$ cat src/rwc_pkg.sv
// Shared types and constants for the RGB window convolution block.
// Used by every module in src; depends on nothing.
package rwc_pkg;

    localparam int KERNEL_SIDE = 8;
    localparam int LINES       = KERNEL_SIDE - 1;
    localparam int KIDX_BITS   = 3;
    localparam int CH_BITS     = 16;
    localparam int PIX_BITS    = 3 * CH_BITS;
    localparam int SUM_BITS    = 32;
    localparam int TAG_BITS    = 10;
    localparam int MIN_WIDTH   = 8;
    localparam int PRODS       = 3 * KERNEL_SIDE;
    localparam int GROUPS      = 3;
    localparam int GROUP_SIZE  = PRODS / GROUPS;

    localparam logic CMD_KERNEL = 1'b0;
    localparam logic CMD_PIXEL  = 1'b1;

    typedef logic [PIX_BITS-1:0] pixel_t;
    typedef pixel_t [LINES-1:0] line_word_t;
    typedef pixel_t [KERNEL_SIDE-1:0] column_t;

    typedef struct packed {
        logic                 we;
        logic [KIDX_BITS-1:0] row;
        pixel_t               rgb;
    } kernel_load_t;

    typedef struct packed {
        logic en;
        logic shift;
    } cell_ctrl_t;

    typedef struct packed {
        logic [TAG_BITS-1:0] col;
        logic [TAG_BITS-1:0] row;
        logic [SUM_BITS-1:0] sum;
    } out_item_t;

endpackage

$ cat src/rwc_out_fifo.sv
// Two-entry output queue that decouples the result stream from the pipeline.
// Depends on rwc_pkg.
module rwc_out_fifo (
    input  logic               aclk,
    input  logic               aresetn,
    input  logic               push,
    input  rwc_pkg::out_item_t push_data,
    output logic               full,
    output logic               m_valid,
    input  logic               m_ready,
    output rwc_pkg::out_item_t m_data
);

    rwc_pkg::out_item_t e0_reg, e1_reg;
    logic [1:0] cnt_reg;
    logic pop;

    assign pop     = m_valid && m_ready;
    assign m_valid = cnt_reg != 2'd0;
    assign full    = cnt_reg == 2'd2;
    assign m_data  = e0_reg;

    always_ff @(posedge aclk) begin
        if (!aresetn) begin
            cnt_reg <= 2'd0;
        end else begin
            unique case ({push, pop})
                2'b10: cnt_reg <= cnt_reg + 2'd1;
                2'b01: cnt_reg <= cnt_reg - 2'd1;
                default: cnt_reg <= cnt_reg;
            endcase
        end
    end

    always_ff @(posedge aclk) begin
        unique case ({push, pop})
            2'b10: begin
                if (cnt_reg == 2'd0) begin
                    e0_reg <= push_data;
                end else begin
                    e1_reg <= push_data;
                end
            end
            2'b01: begin
                e0_reg <= e1_reg;
            end
            2'b11: begin
                if (cnt_reg == 2'd1) begin
                    e0_reg <= push_data;
                end else begin
                    e0_reg <= e1_reg;
                    e1_reg <= push_data;
                end
            end
            default: begin
            end
        endcase
    end

endmodule
$ cat config.mk
export PLATFORM = sky130hd
export DESIGN_NAME = rwc_out_fifo
export DESIGN_NICKNAME = d
export VERILOG_FILES = /design/src/rwc_pkg.sv /design/src/rwc_out_fifo.sv
export SDC_FILE = /design/constraint.sdc
export NUM_CORES = 1
export LEC_CHECK = 0
export BUFFER_PORTS_ARGS = -buffer_cell sky130_fd_sc_hd__buf_4
export CAP_MARGIN = 20
export CORE_MARGIN = 2
export CORE_UTILIZATION = 50
export DETAILED_ROUTE_END_ITERATION = 10
export GPL_TIMING_DRIVEN = 1
export HOLD_SLACK_MARGIN = 0.1
export PLACE_DENSITY_LB_ADDON = 0.25
export SLEW_MARGIN = 20
export SYNTH_ARGS = -nofsm -noshare
export SYNTH_HDL_FRONTEND = slang
export SYNTH_SLANG_ARGS = --single-unit
$ cat constraint.sdc
create_clock -name aclk -period 7.4 [get_ports aclk]
set_input_delay 1.48 -clock aclk [delete_from_list [all_inputs] [get_ports aclk]]
set_output_delay 1.48 -clock aclk [all_outputs]
set_load 0.02 [all_outputs]
Word-level counts from Yosys, hierarchy flattened
Cells that the tools add are included.

storage, ports and cells
  flip-flop bits (word level) = 106
  output and inout bits = 54
  logic and storage cells = 32

operators by class
  add/subtract/negate cells = 2
  equal/unequal tests = 8
  multiplexer cells = 7
  reductions and logical operators = 8

operator list
  kind                                                                count
  52-bit 2-to-1 mux                                                   4
  52-bit case mux with 3 select lines                                 1
  52-bit case mux with 2 select lines                                 1
  2-bit == test, second input constant                                3
  2-bit inequality test, second input constant                        3
  2-bit nonzero test                                                  3
  2-bit by 1-bit == test with 1-bit output, second input constant     2
  2-bit case mux with 2 select lines                                  1
  3-bit AND reduction                                                 1
  3-bit nonzero test                                                  1
  2-bit by 1-bit adder with 2-bit output, second input constant       1
  2-bit logical NOT                                                   1
  2-bit AND reduction                                                 1
  2-bit by 1-bit subtractor with 2-bit output, second input constant  1
  1-bit logical AND                                                   1

Depth between registers and ports, before layout
  depth in word-level cells = 5
  gate-level depth with buffers = 9
  mapped depth without buffers = 8

Least setup slack after synthesis
No wires, ideal clock.

  path kind = input-to-reg
  start = in push
  end = reg e0_reg, in the netlist m_data[0] (enable)
  setup time = 0.534 ns
  arrival time = 5.215 ns
  path slack = 1.652 ns
  stages = 2
  path buffers = 0
  cells stage by stage = inv_1 -> o21ai_0

between the ends
  longest elaborated chain between the ends = 3

ends and longest elaborated chain
  what                                                                                 line                source
  start: declaration                                                                   rwc_out_fifo.sv:6   input logic push,
  2-bit == test / 2-bit by 1-bit == test with 1-bit output (equally long branches)     rwc_out_fifo.sv:36  unique case ({push, pop})
  2-bit inequality test (no source line) / 3-bit nonzero test (equally long branches)  -
  2-bit AND reduction (no source line) (*)                                             -
  end signal: assignment                                                               rwc_out_fifo.sv:39  e0_reg <= push_data;
  end signal: assignment                                                               rwc_out_fifo.sv:45  e0_reg <= e1_reg;
  end signal: assignment                                                               rwc_out_fifo.sv:49  e0_reg <= push_data;
  end: declaration                                                                     rwc_out_fifo.sv:14  rwc_pkg::out_item_t e0_reg, e1_reg;

Every way passes the cells marked *; elsewhere a longest branch is shown, timed or not.
A chain may end at the register's enable or synchronous reset.

Worst setup path after layout
  start = in m_ready
  end = reg e1_reg[32] in the netlist's numbering (enable)

between the ends
  longest elaborated chain between the ends = 4

ends and longest elaborated chain
  what                                                                                 line                source
  start: declaration                                                                   rwc_out_fifo.sv:10  input logic m_ready,
  1-bit logical AND (*)                                                                rwc_out_fifo.sv:18  assign pop = m_valid && m_ready;
  2-bit == test                                                                        rwc_out_fifo.sv:36
  2-bit inequality test (no source line) / 2-bit nonzero test (equally long branches)  -
  3-bit AND reduction (no source line) (*)                                             -
  end signal: assignment                                                               rwc_out_fifo.sv:41  e1_reg <= push_data;
  end signal: assignment                                                               rwc_out_fifo.sv:52  e1_reg <= push_data;
  end: declaration                                                                     rwc_out_fifo.sv:14

Marks and branches as above.

==> results.py <==
metrics = {
    "clock_tree": {
        "clk_pin_slew_worst_paths_ns": 0.09,
        "root_buffer": "clkbuf_8",
        "clk-insertion-delay-late_ns": 0.37,
        "cts_hold_buf": 0,
        "cts_made_buffers": 9,
        "postCtsResizedCells": 0,
        "h-tree-depth": 3,
        "post-cts-setup-buffers": 0,
        "cts_tree": "done",
        "cts.sinks": 106,
        "clock_path_buffers": 2,
    },
    "global_routing": {
        "grt_util_all_layers": 0.186,
        "overflow": 0,
        "antenna_found_initial": 0,
        "grt_pass1_wl_mm": 15.9,
        "use_met3": 0.0343,
        "grt_max_degree": 56,
        "busiest_layer": "met2",
        "grt_pass1_vias": 3170,
        "grt_use_met1": 0.258,
        "grt_use_met2": 0.291,
    },
    "die": {
        "io_pins": 110,
        "floorplan.initialDensity": 0.517,
        "die_w_um": 105,
        "dieArea_mm2": 0.0110,
        "rows": 36,
        "die_y_um": 105,
        "core_area_mm2": 0.00982,
    },
    "setup_path": {
        "cp_max_fo": 55,
        "end_kind": "flip-flop",
        "cp.required_ns": 7.43,
        "r2r-start": "cnt_reg[0]$_SDFFE_PN0P_",
        "worstSetupPathType": "input pin to flip-flop",
        "cp.arrival_ns": 4.03,
        "rr_endpoint": "e1_reg[32]$_DFFE_PP_",
        "start_kind": "input pin",
        "r2r_setup_slack_ns": 3.84,
        "startpoint": "m_ready",
        "reg2reg_depth": 7,
    },
    "yosys": {
        "ys.flop_type": "edfxtp_1",
        "ys_types": 21,
        "synth.area.top_cells": "edfxtp_1 62%, mux2_4 12%, nand2_1 7.8%",
        "synth_top_area_frac": 0.615,
        "synthCells": 364,
        "synth-edff-count": 104,
        "syn_area_mm2": 0.00508,
        "synth_top_cell_by_area": "edfxtp_1",
        "syn_area_per_cell_um2": 13.9,
        "synthArstFlopShare": 0,
        "syn-num-nets": 428,
        "ys_seq_elements": 106,
        "synth.yosys.seq_area_share": 0.623,
        "yosys_warnings": 0,
    },
    "cells_and_area": {
        "final_core_util": 0.631,
        "fin_nets": 529,
        "fillers": 740,
        "final_layout_size_suffix_gt1_frac": 0.394,
        "syn_to_final_growth_pct": 22.1,
        "antennaDiodeCount": 0,
    },
    "drt": {
        "drtIter0Drc": 132,
        "drc": 0,
        "final_antenna_net_count": 0,
        "wire_per_inst_um": 17.0,
        "vias": 3233,
        "first_pass_iters": 5,
        "via_per_inst": 5.36,
        "finalWirelength_mm": 10.2,
    },
    "timing": {
        "fin_skew_ns": 0.00828,
        "fin_tns_setup_ns": 0,
        "max_freq_mhz": 250,
        "layout_min_cycle_time_ns": 4.00,
        "finalSetupViolCount": 0,
        "worstMarginPinSlew_ns": 0.728,
        "hold_viol": 0,
        "rsz0062_at_grt": "false",
        "timing.final.crit_share": 0.541,
        "maxSlewViolCount": 0,
        "slew_headroom": 0.514,
    },
    "power_and_ir_drop": {
        "power_density_mw_per_mm2": 329,
        "peakVddDrop_uv": 202,
        "power.total_mw": 2.04,
        "p_leak_nw": 2.57,
    },
    "hold_path": {
        "hp-start": "cnt_reg[0]$_SDFFE_PN0P_",
        "hold_depth": 2,
        "min_path_type": "flip-flop to flip-flop",
        "min_to": "cnt_reg[0]$_SDFFE_PN0P_",
    },
    "outcome": {
        "status": "complete, no violations",
    },
    "placed_design": {
        "io_buffers": 109,
        "dp_hpwl_mm": 6.52,
        "gp_congestion": 0.756,
    },
    "job": {
        "drv_cap": 0,
    },
}
-- metrics by stage --
step / hold slack [ns] / cells / area, um2 / worst slack [ns]
final: 0.557 / 603 / 6200 / 3.40
after global routing: 0.592 / 603 / 6200 / 3.13
after CTS: 0.545 / 603 / 6180 / 3.03
after detailed placement: 0.531 / 587 / 5940 / 2.61
after global placement: 0.499 / 586 / 5920 / 2.76
after floorplan: 0.485 / 364 / 5080 / 1.65
-- synthesized netlist by cell type (2+ instances only) --
cell type	count
buf_4	7
buf_2	9
mux2_2	12
clkbuf_1	2
edfxtp_1	104
mux2_4	40
o21ai_0	3
a22oi_1	52
nand2_1	106
inv_1	6
a21oi_1	2
ha_1	8
buf_12	4
dfxtp_1	2
-- layout by cell type, fill, tap and decap left out --
| cell type | instances |
|---|---|
| mux2_4 | 40 |
| ha_2 | 1 |
| o21ai_0 | 2 |
| clkinv_2 | 2 |
| buf_4 | 112 |
| ha_1 | 5 |
| mux2_2 | 12 |
| nand2b_1 | 1 |
| buf_16 | 1 |
| dfxtp_1 | 2 |
| a21boi_0 | 1 |
| nand2_1 | 106 |
| nand3_1 | 1 |
| bufinv_16 | 3 |
| ha_4 | 2 |
| nor2b_1 | 1 |
| xnor2_1 | 1 |
| clkbuf_8 | 9 |
| edfxtp_1 | 104 |
| inv_1 | 6 |
| clkinv_1 | 2 |
| a21oi_1 | 1 |
| a21oi_4 | 1 |
| o21ai_4 | 1 |
| nor2_4 | 1 |
| a22oi_1 | 52 |
-- routing by layer --
metal | share of wire | vias to the layer above
li1 | - | 1544
met1 | 0.44 | 1560
met2 | 0.49 | 117
met3 | 0.056 | 12
met4 | 0.016 | 0
met5 | 0 | -
-- cell families (layout without fill, tap and decap cells) --
| logic type | after synthesis | after routing | synth area share |
|---|---|---|---|
| mux | 52 | 52 | 0.145 |
| compound gates | 58 | 58 | 0.0833 |
| simple gates | 110 | 110 | 0.0841 |
| xor+xnor | 1 | 1 | 0.00173 |
| flops | 106 | 106 | 0.623 |
| buf+inv | 29 | 135 | 0.0431 |
| fa+ha+maj | 8 | 8 | 0.0197 |
-- critical path, cell delays in order --
cell and delay, ns:
buf_4 0.07, nor2b_1 0.39, ha_4 0.64, o21ai_0 0.29, a21oi_4 0.63, buf_4 0.50
-- report_power, final --
| part | leakage [nW] | switching, mW | total (mW) | internal [mW] |
|---|---|---|---|---|
| sequential | 1.02 | 0.0543 | 0.916 | 0.861 |
| combinational | 1.43 | 0.394 | 0.708 | 0.315 |
| clock | 0.118 | 0.195 | 0.416 | 0.221 |
| total | 2.57 | 0.643 | 2.04 | 1.40 |
-- worst max path at each step --
| stage | endpoint | slack (ns) |
|---|---|---|
| final | e1_reg[32]$_DFFE_PP_ | 3.40 |
| after global routing | e1_reg[20]$_DFFE_PP_ | 3.13 |
| after CTS | e1_reg[20]$_DFFE_PP_ | 3.03 |
| after detailed placement | e1_reg[50]$_DFFE_PP_ | 2.61 |
| after global placement | e1_reg[39]$_DFFE_PP_ | 2.76 |
| after floorplan | m_data[0]$_DFFE_PP_ | 1.65 |
-- area by class of cell --
| cell class | instances | area (um2) | area share |
|---|---|---|---|
| repair buffers | 113 | 868 | 0.140 |
| clock inverters | 7 | 108 | 0.0174 |
| multi-input cells | 229 | 1740 | 0.282 |
| clock buffers | 9 | 124 | 0.0200 |
| flip-flops and latches | 106 | 3160 | 0.511 |
| well taps | 133 | 166 | 0.0269 |
| inverters | 6 | 22.5 | 0.00363 |
No activity file was read; power rests on OpenSTA's default activity.
